<file path="config.mk">
export PLATFORM = sky130hd
export DESIGN_NAME = url_percent_decoder
export DESIGN_NICKNAME = d
export VERILOG_FILES = /design/src/rtl/upd_pkg.sv /design/src/rtl/url_percent_decoder.sv /design/src/rtl/upd_front.sv /design/src/rtl/upd_queue.sv /design/src/rtl/upd_back.sv
export SDC_FILE = /design/constraint.sdc
export NUM_CORES = 1
export LEC_CHECK = 0
export ABC_AREA = 0
export BUFFER_PORTS_ARGS = -buffer_cell sky130_fd_sc_hd__buf_2
export CAP_MARGIN = 30
export CORE_MARGIN = 2
export CORE_UTILIZATION = 50
export CTS_CLUSTER_DIAMETER = 120
export DETAILED_ROUTE_END_ITERATION = 10
export HOLD_SLACK_MARGIN = 0.05
export PLACE_DENSITY = 0.66
export SLEW_MARGIN = 20
export SYNTH_ARGS = -nofsm -noshare
export SYNTH_HDL_FRONTEND = slang
export SYNTH_SLANG_ARGS = --single-unit
</file>
<file path="constraint.sdc">
create_clock -name clk -period 5.9 [get_ports clk]
set_clock_uncertainty 0.2 [all_clocks]
set_input_delay 0.295 -clock clk [delete_from_list [all_inputs] [get_ports clk]]
set_output_delay 0.295 -clock clk [all_outputs]
set_load 0.03 [all_outputs]
</file>
<file path="src/rtl/upd_pkg.sv">
package upd_pkg;

    localparam logic [7:0] PCT_CHAR    = 8'h25;
    localparam logic [7:0] PLUS_CHAR   = 8'h2B;
    localparam logic [7:0] MINUS_CHAR  = 8'h2D;
    localparam int         QUEUE_DEPTH = 4;
    localparam logic [4:0] HEX_NONE    = 5'd16;

    typedef enum logic [1:0] {
        PH_IDLE  = 2'd0,
        PH_PCT   = 2'd1,
        PH_FIRST = 2'd2
    } phase_t;

    // One queued command: either a single word, or a literal '%' followed
    // by the data byte as the closing word of the string.
    typedef struct packed {
        logic       two;
        logic [7:0] data;
        logic       last;
    } cmd_t;

    function automatic logic [4:0] hex_val(input logic [7:0] c);
        logic [4:0] v;
        v = HEX_NONE;
        if (c inside {[8'h30:8'h39]}) begin
            v = 5'(c - 8'h30);
        end
        else if (c inside {[8'h61:8'h66]}) begin
            v = 5'(c - 8'h61 + 8'd10);
        end
        else if (c inside {[8'h41:8'h46]}) begin
            v = 5'(c - 8'h41 + 8'd10);
        end
        return v;
    endfunction

    function automatic logic is_ws(input logic [7:0] c);
        return (c inside {8'h20, [8'h09:8'h0D]});
    endfunction

    // Two-character base-16 parse with leading blank or sign allowed.
    function automatic logic [7:0] decode_pair(input logic [7:0] a, input logic [7:0] b);
        logic [4:0] va;
        logic [4:0] vb;
        logic [7:0] v;
        va = hex_val(a);
        vb = hex_val(b);
        v  = 8'd0;
        if (!va[4]) begin
            if (!vb[4]) begin
                v = {va[3:0], vb[3:0]};
            end
            else begin
                v = {4'd0, va[3:0]};
            end
        end
        else if (!vb[4]) begin
            if (is_ws(a) || a == PLUS_CHAR) begin
                v = {4'd0, vb[3:0]};
            end
            else if (a == MINUS_CHAR) begin
                v = 8'd0 - {4'd0, vb[3:0]};
            end
        end
        return v;
    endfunction

endpackage

</file>
<file path="src/rtl/url_percent_decoder.sv">
// Streaming URL percent decoder. Takes one text byte per cycle on the slave
// stream (tlast marks the end of a string) and gives decoded bytes on the
// master stream. "%xy" becomes one byte parsed in base 16; a '%' cut short
// by the end of the string is passed through as is, and a decoded zero
// closes the output string (tlast set) and drops the rest of that input
// string. Input runs at one word per cycle while tready is high; output
// runs at one word per cycle while m_tready is high, except that a literal
// '%' at the end of a string produces two words. A queue of QUEUE_DEPTH
// commands between the classifier and the output sequencer absorbs those
// extra words and output stalls; tready drops only while the queue is full.
// Each command is registered in the queue, then in the output register.
module url_percent_decoder
    import upd_pkg::*;
#(
    parameter int QUEUE_DEPTH = upd_pkg::QUEUE_DEPTH
)
(
    input  logic       clk,
    input  logic       rst_n,
    input  logic       s_tvalid,
    output logic       s_tready,
    input  logic [7:0] s_tdata,   // [7:0] in_byte
    input  logic       s_tlast,
    output logic       m_tvalid,
    input  logic       m_tready,
    output logic [7:0] m_tdata,   // [7:0] out_byte
    output logic       m_tlast
);

    logic q_full;
    logic q_empty;
    logic q_push;
    logic q_pop;
    cmd_t q_in;
    cmd_t q_out;

    upd_front u_front (
        .clk      (clk),
        .rst_n    (rst_n),
        .in_valid (s_tvalid),
        .in_ready (s_tready),
        .in_byte  (s_tdata),
        .in_last  (s_tlast),
        .q_full   (q_full),
        .q_push   (q_push),
        .q_cmd    (q_in)
    );

    upd_queue #(
        .DEPTH (QUEUE_DEPTH)
    ) u_queue (
        .clk      (clk),
        .rst_n    (rst_n),
        .push     (q_push),
        .push_cmd (q_in),
        .full     (q_full),
        .pop      (q_pop),
        .pop_cmd  (q_out),
        .empty    (q_empty)
    );

    upd_back u_back (
        .clk       (clk),
        .rst_n     (rst_n),
        .cmd_valid (!q_empty),
        .cmd       (q_out),
        .cmd_pop   (q_pop),
        .out_valid (m_tvalid),
        .out_ready (m_tready),
        .out_byte  (m_tdata),
        .out_last  (m_tlast)
    );

endmodule

</file>
<file path="src/rtl/upd_front.sv">
module upd_front
    import upd_pkg::*;
(
    input  logic       clk,
    input  logic       rst_n,
    input  logic       in_valid,
    output logic       in_ready,
    input  logic [7:0] in_byte,
    input  logic       in_last,
    input  logic       q_full,
    output logic       q_push,
    output cmd_t       q_cmd
);

    phase_t     phase_reg;
    phase_t     phase_next;
    logic [7:0] first_reg;
    logic [7:0] first_next;
    logic       drop_reg;
    logic       drop_next;
    logic       want_push;
    logic       accept;
    logic [7:0] dec;

    assign in_ready = !q_full;
    assign accept   = in_valid && in_ready;
    assign q_push   = accept && want_push;
    assign dec      = decode_pair(first_reg, in_byte);

    always_ff @(posedge clk or negedge rst_n)
    begin
        if (!rst_n)
        begin
            phase_reg <= PH_IDLE;
            first_reg <= 8'd0;
            drop_reg  <= 1'b0;
        end
        else
        begin
            phase_reg <= phase_next;
            first_reg <= first_next;
            drop_reg  <= drop_next;
        end
    end

    always_comb
    begin
        phase_next = phase_reg;
        first_next = first_reg;
        drop_next  = drop_reg;
        want_push  = 1'b0;
        q_cmd      = '{two: 1'b0, data: in_byte, last: in_last};
        if (accept)
        begin
            if (drop_reg)
            begin
                // discard the rest of a string cut off by a decoded zero
                phase_next = PH_IDLE;
                if (in_last)
                begin
                    drop_next = 1'b0;
                end
            end
            else
            begin
                case (phase_reg)
                    PH_PCT:
                    begin
                        if (in_last)
                        begin
                            phase_next = PH_IDLE;
                            want_push  = 1'b1;
                            q_cmd.two  = 1'b1;
                        end
                        else
                        begin
                            first_next = in_byte;
                            phase_next = PH_FIRST;
                        end
                    end
                    PH_FIRST:
                    begin
                        phase_next = PH_IDLE;
                        want_push  = 1'b1;
                        q_cmd.data = dec;
                        if (dec == 8'd0)
                        begin
                            q_cmd.last = 1'b1;
                            if (!in_last)
                            begin
                                drop_next = 1'b1;
                            end
                        end
                    end
                    default:
                    begin
                        if (in_byte == PCT_CHAR && !in_last)
                        begin
                            phase_next = PH_PCT;
                        end
                        else
                        begin
                            phase_next = PH_IDLE;
                            want_push  = 1'b1;
                        end
                    end
                endcase
            end
        end
    end

endmodule

</file>
<file path="src/rtl/upd_queue.sv">
module upd_queue
    import upd_pkg::*;
#(
    parameter int DEPTH = QUEUE_DEPTH
)
(
    input  logic clk,
    input  logic rst_n,
    input  logic push,
    input  cmd_t push_cmd,
    output logic full,
    input  logic pop,
    output cmd_t pop_cmd,
    output logic empty
);

    localparam int PTR_W = (DEPTH > 1) ? $clog2(DEPTH) : 1;
    localparam int CNT_W = $clog2(DEPTH + 1);

    cmd_t             mem_reg [DEPTH];
    logic [PTR_W-1:0] wr_ptr_reg;
    logic [PTR_W-1:0] wr_ptr_next;
    logic [PTR_W-1:0] rd_ptr_reg;
    logic [PTR_W-1:0] rd_ptr_next;
    logic [CNT_W-1:0] count_reg;
    logic [CNT_W-1:0] count_next;

    assign full    = (count_reg == CNT_W'(DEPTH));
    assign empty   = (count_reg == '0);
    assign pop_cmd = mem_reg[rd_ptr_reg];

    always_ff @(posedge clk)
    begin
        if (push)
        begin
            mem_reg[wr_ptr_reg] <= push_cmd;
        end
    end

    always_ff @(posedge clk or negedge rst_n)
    begin
        if (!rst_n)
        begin
            wr_ptr_reg <= '0;
            rd_ptr_reg <= '0;
            count_reg  <= '0;
        end
        else
        begin
            wr_ptr_reg <= wr_ptr_next;
            rd_ptr_reg <= rd_ptr_next;
            count_reg  <= count_next;
        end
    end

    always_comb
    begin
        wr_ptr_next = wr_ptr_reg;
        rd_ptr_next = rd_ptr_reg;
        count_next  = count_reg;
        if (push)
        begin
            wr_ptr_next = (wr_ptr_reg == PTR_W'(DEPTH - 1)) ? '0 : wr_ptr_reg + 1'b1;
        end
        if (pop)
        begin
            rd_ptr_next = (rd_ptr_reg == PTR_W'(DEPTH - 1)) ? '0 : rd_ptr_reg + 1'b1;
        end
        case ({push, pop})
            2'b10:   count_next = count_reg + 1'b1;
            2'b01:   count_next = count_reg - 1'b1;
            default: count_next = count_reg;
        endcase
    end

endmodule

</file>
<file path="src/rtl/upd_back.sv">
module upd_back
    import upd_pkg::*;
(
    input  logic       clk,
    input  logic       rst_n,
    input  logic       cmd_valid,
    input  cmd_t       cmd,
    output logic       cmd_pop,
    output logic       out_valid,
    input  logic       out_ready,
    output logic [7:0] out_byte,
    output logic       out_last
);

    logic       valid_reg;
    logic       valid_next;
    logic [7:0] byte_reg;
    logic [7:0] byte_next;
    logic       last_reg;
    logic       last_next;
    logic       second_reg;
    logic       second_next;
    logic [7:0] second_byte_reg;
    logic [7:0] second_byte_next;
    logic       load;

    assign out_valid = valid_reg;
    assign out_byte  = byte_reg;
    assign out_last  = last_reg;
    assign load      = !valid_reg || out_ready;

    always_ff @(posedge clk or negedge rst_n)
    begin
        if (!rst_n)
        begin
            valid_reg  <= 1'b0;
            second_reg <= 1'b0;
        end
        else
        begin
            valid_reg  <= valid_next;
            second_reg <= second_next;
        end
    end

    always_ff @(posedge clk)
    begin
        byte_reg        <= byte_next;
        last_reg        <= last_next;
        second_byte_reg <= second_byte_next;
    end

    always_comb
    begin
        valid_next       = valid_reg;
        byte_next        = byte_reg;
        last_next        = last_reg;
        second_next      = second_reg;
        second_byte_next = second_byte_reg;
        cmd_pop          = 1'b0;
        if (load)
        begin
            if (second_reg)
            begin
                // finish a literal '%' pair before taking the next command
                valid_next  = 1'b1;
                byte_next   = second_byte_reg;
                last_next   = 1'b1;
                second_next = 1'b0;
            end
            else if (cmd_valid)
            begin
                cmd_pop    = 1'b1;
                valid_next = 1'b1;
                if (cmd.two)
                begin
                    byte_next        = PCT_CHAR;
                    last_next        = 1'b0;
                    second_next      = 1'b1;
                    second_byte_next = cmd.data;
                end
                else
                begin
                    byte_next = cmd.data;
                    last_next = cmd.last;
                end
            end
            else
            begin
                valid_next = 1'b0;
            end
        end
    end

endmodule
</file>
**Word-level counts from Yosys, hierarchy flattened**

Memories as Yosys holds them, arrays and structs flattened.
Index checks and enable logic that the tools add are counted.

- Bits in writable memories: 40
- Output and inout bits: 11
- Bits of input ports: 13
- Logic and storage cells: 125
- Memories: 1
- Bits in registers: 37

Memory list:

| memory | depth | width | rd ports | clocked after Yosys merged registers in | wr ports | RTL line | text |
|---|---|---|---|---|---|---|---|
| u_queue.mem_reg | 4 | 10 | 1 | 0 | 1 | upd_queue.sv:20 | `cmd_t mem_reg [DEPTH];` |

- Equality and inequality tests: 12
- Magnitude comparators: 14
- Muxes and demuxes: 46
- Reductions and logical operators: 22
- Add/subtract/negate cells: 15
- Bitwise operators: 4

Operator list:

| kind | number |
|---|---|
| $mux W8 | 8 |
| $eq A8 B6 Y1 const B | 4 |
| $ge A8 B7 Y1 const B | 4 |
| $le A8 B7 Y1 const B | 4 |
| $mux W5 | 6 |
| $mux W1 | 22 |
| $add A5 B4 Y5 const B | 4 |
| $mux W10 | 2 |
| $sub A5 B1 Y5 const B | 4 |
| $ge A8 B6 Y1 const B | 2 |
| $le A8 B6 Y1 const B | 2 |
| $logic_and A1 B1 Y1 | 10 |
| $sub A5 B5 Y5 const B | 2 |
| $mux W9 | 1 |
| $eq A2 B2 Y1 const B | 4 |
| $ge A8 B4 Y1 const B | 1 |
| $le A8 B4 Y1 const B | 1 |
| $logic_not A8 Y1 | 1 |
| $mux W2 | 4 |
| $reduce_and A4 Y1 | 2 |
| $pmux W3 S2 | 1 |
| $sub A1 B4 Y5 const A | 1 |
| $add A2 B1 Y2 const B | 2 |
| $eq A2 B1 Y1 const B | 2 |
| 12 further kinds | 19 |

**Longest topological paths before layout**

- Depth in word-level cells: 15
- Depth in mapped cells: 12
- Depth with buffers taken out: 12

**Cells and area by module**

From an unflattened synthesis, not the netlist that was laid out.

- Cell total of the unflattened synthesis: 301
- Area, all modules: 3873.7 um2

Modules (own cells, without submodules):

| module | area each (um2) | instances | cells an instance |
|---|---|---|---|
| upd_queue | 1864.3 | 1 | 91 |
| upd_front | 1252.5 | 1 | 160 |
| upd_back | 753.2 | 1 | 49 |
| url_percent_decoder | 3.8 | 1 | 1 |

**Least setup slack after synthesis**

Ideal clock, no wire load.

- Kind: reg-to-reg
- Start point: reg u_front.phase_reg[0]
- End point: reg u_queue.count_reg[1]
- Path slack: 3.081 ns
- Arrival time: 2.536 ns
- Path buffers: 0
- Stages on the path, launching flop included: 11
- Cell sequence: dfrtp_1 > inv_1 > ha_1 > and4b_1 > and4_1 > nor4_1 > inv_1 > ha_1 > inv_1 > fa_1 > o21ai_0

- Longest elaborated chain between the ends: 7
- Elaborated cells on any way between the ends: 10
- Classes of those cells: eq/ne (4); mux (4); reduce/logical (2)

RTL lines:

| item | RTL line | text |
|---|---|---|
| from (decl) | upd_front.sv:15 | `phase_t phase_reg;` |
| from (signal assigned) | upd_front.sv:40 | `phase_reg <= phase_next;` |
| $eq A2 B2 Y1 / $eq A2 B1 Y1 (equally long branches) | upd_front.sv:66 | `case (phase_reg)` |
| $pmux W1 S2 (*) | upd_front.sv:66 |  |
| $mux W1 (*) | upd_front.sv:55 | `if (drop_reg)` |
| $mux W1 (*) | upd_front.sv:53 | `if (accept)` |
| $logic_and A1 B1 Y1 (*) | upd_front.sv:27 | `assign q_push = accept && want_push;` |
| $eq A2 B1 Y1 / $eq A2 B2 Y1 (equally long branches) | upd_queue.sv:69 | `case ({push, pop})` |
| $pmux W3 S2 / $reduce_bool A2 Y1 (equally long branches) | -- |  |
| to (signal assigned) | upd_queue.sv:52 | `count_reg <= count_next;` |
| to (decl) | upd_queue.sv:25 | `logic [CNT_W-1:0] count_reg;` |

Mark *: on every way between the ends. The rest lies on a longest branch, timed or not.
A chain may end at the register's enable or synchronous reset.

==> metrics.csv <==
stage,metric,value,unit
global_routing,grt_pass1_vias,2580,
hold_path,min_delay_worst_endpoint,u_front.first_reg[7]$_DFFE_PN0P_,
power_and_ir_drop,swShare,32.4,%
logic_synthesis,yosysWarnings,0,
timing,slew-limit-headroom,49.9,%
hold_path,hp-class,in2reg,
power_and_ir_drop,switchingPower,598,uW
layout,fin_area,0.00455,mm^2
power_and_ir_drop,powerDensity,406,mW/mm^2
routing,drc,0,
critical_path,r2r_start,u_front.first_reg[0]$_DFFE_PN0P_,
timing,fin_crit,3.12,ns
critical_path,cp_num_buf_inv,1,
power_and_ir_drop,peakVddDrop,0.000193,V
hold_path,hp-start,s_tdata[7],
critical_path,critPathSlowestCell,dfrtp_1,
clocking,cts_buffer_depth,2,
timing,finalHoldViolCount,0,
layout,antennaDiodeCount,0,
logic_synthesis,synthesis.instances,323,
placement,gp_congestion,0.863,
run_status,status,completed,
logic_synthesis,syn_area,0.00409,mm^2
routing,drt-pass1-iter-count,4,
global_routing,grt_pass1_wl,13.0,mm
critical_path,path_cells,"inv_1, ha_1, mux2i_1, nor4_4, nor3_2, o211ai_1, a211oi_1, nor2_1, nor4_2, or2_1",
timing,worst_pin_slew,0.749,ns
clocking,clk_pin_slew_worst_paths,0.08,ns
die,ios,24,
power_and_ir_drop,power_leakage,0.00170,uW
placement,dpl_cell_area,0.00426,mm^2
layout,n_fill_cell,655,
clocking,numCtsBuffers,9,
routing,num_vias,2595,
critical_path,critPathCaptureType,register,
clocking,clk_latency,0.35,ns
critical_path,path_depth,10,
logic_synthesis,ys_ff_latch,77,
logic_synthesis,async_reset_ff_share,26.0,%
layout,nNetsFinal,380,
hold_path,holdPathStages,2,
timing,slew_viol_final,0,
timing,max_freq,320,MHz
die,die_h,94.4,um
critical_path,required,5.90,ns
logic_synthesis,synth_ff_type,edfxtp_1,
logic_synthesis,ys_types,67,
routing,ant_nets,0,
layout,fin_cells,457,
placement,dpl.cell_count,437,
timing,setup_tns,0,ns
clocking,cts.sink_count,77,
global_routing,antenna_found_initial,0,
power_and_ir_drop,p_int,1250,uW
routing,post_drt_wl_per_cell,17.0,um
critical_path,cp.arrival,3.12,ns
logic_synthesis,syn_nets,353,
power_and_ir_drop,p_clk_share,26.4,%
placement,io_buffer_count,23,
clocking,root_buffer,clkbuf_8,
die,start_util,52.4,%
layout,fin_util,58.2,%
logic_synthesis,syn_area_per_cell,12.7,um^2
critical_path,path_class,reg2reg,
global_routing,grt_max_degree,21,
power_and_ir_drop,seq_power_share,46.5,%
global_routing,grt_usage,19.5,%
critical_path,start_kind,register,
die,fp.dieArea,0.00892,mm^2
critical_path,r2r_end,u_queue.mem_reg[1][0]$_DFFE_PP_,
logic_synthesis,synth_edf_count,57,
die,die_w,94.4,um
layout,areaGrowthSynthToFinish,11.2,%
critical_path,r2r_setup_slack,2.78,ns
routing,drt-initial-drc-count,89,
critical_path,critical-path-max-stage-delay,0.46,ns
clocking,cts_tree,built,
placement,dpl.hpwl,5.65,mm
die,fp.coreArea,0.00781,mm^2
clocking,h-tree-depth,3,
logic_synthesis,ys_seq_area_share,54.1,%
routing,drt-total-wl,7.76,mm
power_and_ir_drop,p_comb_share,27.1,%
routing,viasPerCell,5.68,
critical_path,r2r_cells,10,
timing,rsz0062_at_grt,no,
global_routing,grt_overflow,0,
layout,largest_reg_flops,40,
timing,finalSetupViolations,0,
critical_path,critPathTopFamily,simple AND/OR/NAND/NOR gates,
run,max-cap-violations,0,
critical_path,cp_max_fo,7,
timing,finalCritPeriodShare,52.9,%
die,row_count,32,
layout,drive_gt1_share,24.2,%
layout make-up:
| type | instances | area, um^2 | area share (%) |
|---|---|---|---|
| Clock inverter | 7 | 123 | 2.70 |
| Timing Repair Buffer | 27 | 150 | 3.30 |
| Tap cell | 102 | 128 | 2.81 |
| Clock buffer | 9 | 124 | 2.73 |
| Sequential cell | 77 | 2210 | 48.7 |
| Inverter | 14 | 52.6 | 1.16 |
| Multi-Input combinational cell | 221 | 1760 | 38.6 |
cells in the final DEF, fill, tap and decap left out, types with 2 or more instances in the layout:
master,synthesis,final
a211oi_1,2,2
a21o_1,3,3
a21oi_1,10,10
a21oi_2,3,3
a22o_1,2,2
a22oi_1,4,4
a2bb2oi_1,2,2
a31o_2,2,2
a31oi_1,2,2
and2_1,8,8
and4_1,2,2
buf_2,1,23
bufinv_16,0,3
clkbuf_8,1,9
dfrtp_1,20,20
dlygate4sd3_1,0,3
edfxtp_1,57,57
ha_1,16,16
inv_1,14,14
mux2_2,15,15
mux2i_1,3,3
mux4_2,9,9
nand2_1,29,29
nand2b_1,3,3
nand3_1,6,6
nand4bb_1,2,2
nor2_1,20,20
nor3_1,7,7
nor3_2,2,2
nor4_1,2,2
nor4_2,2,2
o211ai_1,4,4
o211ai_2,2,2
o21ai_0,23,23
o21bai_1,2,2
o22ai_1,2,2
xor2_1,3,3
synth_stat cells, types with 2 or more instances:
| cell | number | area share [%] |
|---|---|---|
| edfxtp_1 | 57 | 42 |
| nand2_1 | 29 | 2.7 |
| o21ai_0 | 23 | 2.8 |
| dfrtp_1 | 20 | 12 |
| nor2_1 | 20 | 1.8 |
| ha_1 | 16 | 4.9 |
| mux2_2 | 15 | 4.1 |
| inv_1 | 14 | 1.3 |
| a21oi_1 | 10 | 1.2 |
| mux4_2 | 9 | 5.0 |
| and2_1 | 8 | 1.2 |
| nor3_1 | 7 | 0.86 |
| nand3_1 | 6 | 0.73 |
| clkbuf_1 | 5 | 0.46 |
| a22oi_1 | 4 | 0.73 |
| o211ai_1 | 4 | 0.73 |
| a21o_1 | 3 | 0.55 |
| a21oi_2 | 3 | 0.64 |
| mux2i_1 | 3 | 0.73 |
| nand2b_1 | 3 | 0.46 |
| xor2_1 | 3 | 0.64 |
| a211oi_1 | 2 | 0.37 |
| a22o_1 | 2 | 0.43 |
| a2bb2oi_1 | 2 | 0.43 |
| a31o_2 | 2 | 0.43 |
| a31oi_1 | 2 | 0.31 |
| and4_1 | 2 | 0.43 |
| buf_1 | 2 | 0.18 |
| buf_6 | 2 | 0.55 |
| nand4bb_1 | 2 | 0.55 |
| nor3_2 | 2 | 0.49 |
| nor4_1 | 2 | 0.31 |
| nor4_2 | 2 | 0.61 |
| o211ai_2 | 2 | 0.61 |
| o21bai_1 | 2 | 0.37 |
| o22ai_1 | 2 | 0.31 |
power by group through the flow:
stage | clock (uW) | combinational [uW] | sequential, uW
2_1_floorplan | 0 | 360 | 883
3_3_place_gp | 0 | 494 | 867
3_5_place_dp | 0 | 506 | 875
4_1_cts | 496 | 509 | 863
5_1_grt | 518 | 566 | 881
6_report | 488 | 500 | 858
metrics by stage:
stage	worst slack [ns]	total power, uW	hold slack (ns)
global placement	2.73	1360	0.0725
floorplan	3.08	1240	-0.201
global route	2.62	1960	0.0651
detailed placement	2.61	1380	0.0756
CTS	2.70	1870	0.0549
finish	2.78	1850	0.0672
timing repair:
item,in CTS,in global routing
hold endpoints to repair,22,0
setup buffers,0,0
resized for setup,0,0
hold buffers,3,0
cells by family after synthesis:
family / share of synthesized area [%]
XOR/XNOR: 0.857
flip-flops: 54.1
buffers and inverters: 2.94
AO/OA/AOI/OAI: 13.7
AND/OR/NAND/NOR: 13.2
adder cells (fa/ha/maj): 5.39
multiplexers: 9.82
how the worst max path moves through the flow:
stage	endpoint	slack, ns	startpoint
6_report	u_queue.mem_reg[1][0]$_DFFE_PP_	2.78	u_front.first_reg[0]$_DFFE_PN0P_
3_5_place_dp	u_queue.count_reg[2]$_DFFE_PN0P_	2.61	s_tdata[1]
4_1_cts	u_queue.count_reg[2]$_DFFE_PN0P_	2.70	u_front.phase_reg[0]$_DFFE_PN0P_
2_1_floorplan	u_queue.count_reg[1]$_DFFE_PN0P_	3.08	u_front.phase_reg[0]$_DFFE_PN0P_
3_3_place_gp	u_queue.count_reg[1]$_DFFE_PN0P_	2.73	s_tdata[1]
5_1_grt	u_queue.mem_reg[1][0]$_DFFE_PP_	2.62	u_front.first_reg[0]$_DFFE_PN0P_
routing by layer:
| layer | share of wire, % | track usage (%) |
|---|---|---|
| met5 | 0 | 0 |
| met4 | 2.2 | 8.09 |
| met3 | 3.7 | 3.75 |
| met2 | 52 | 33.8 |
| met1 | 43 | 24.1 |
No activity file was read; power rests on OpenSTA's default activity.
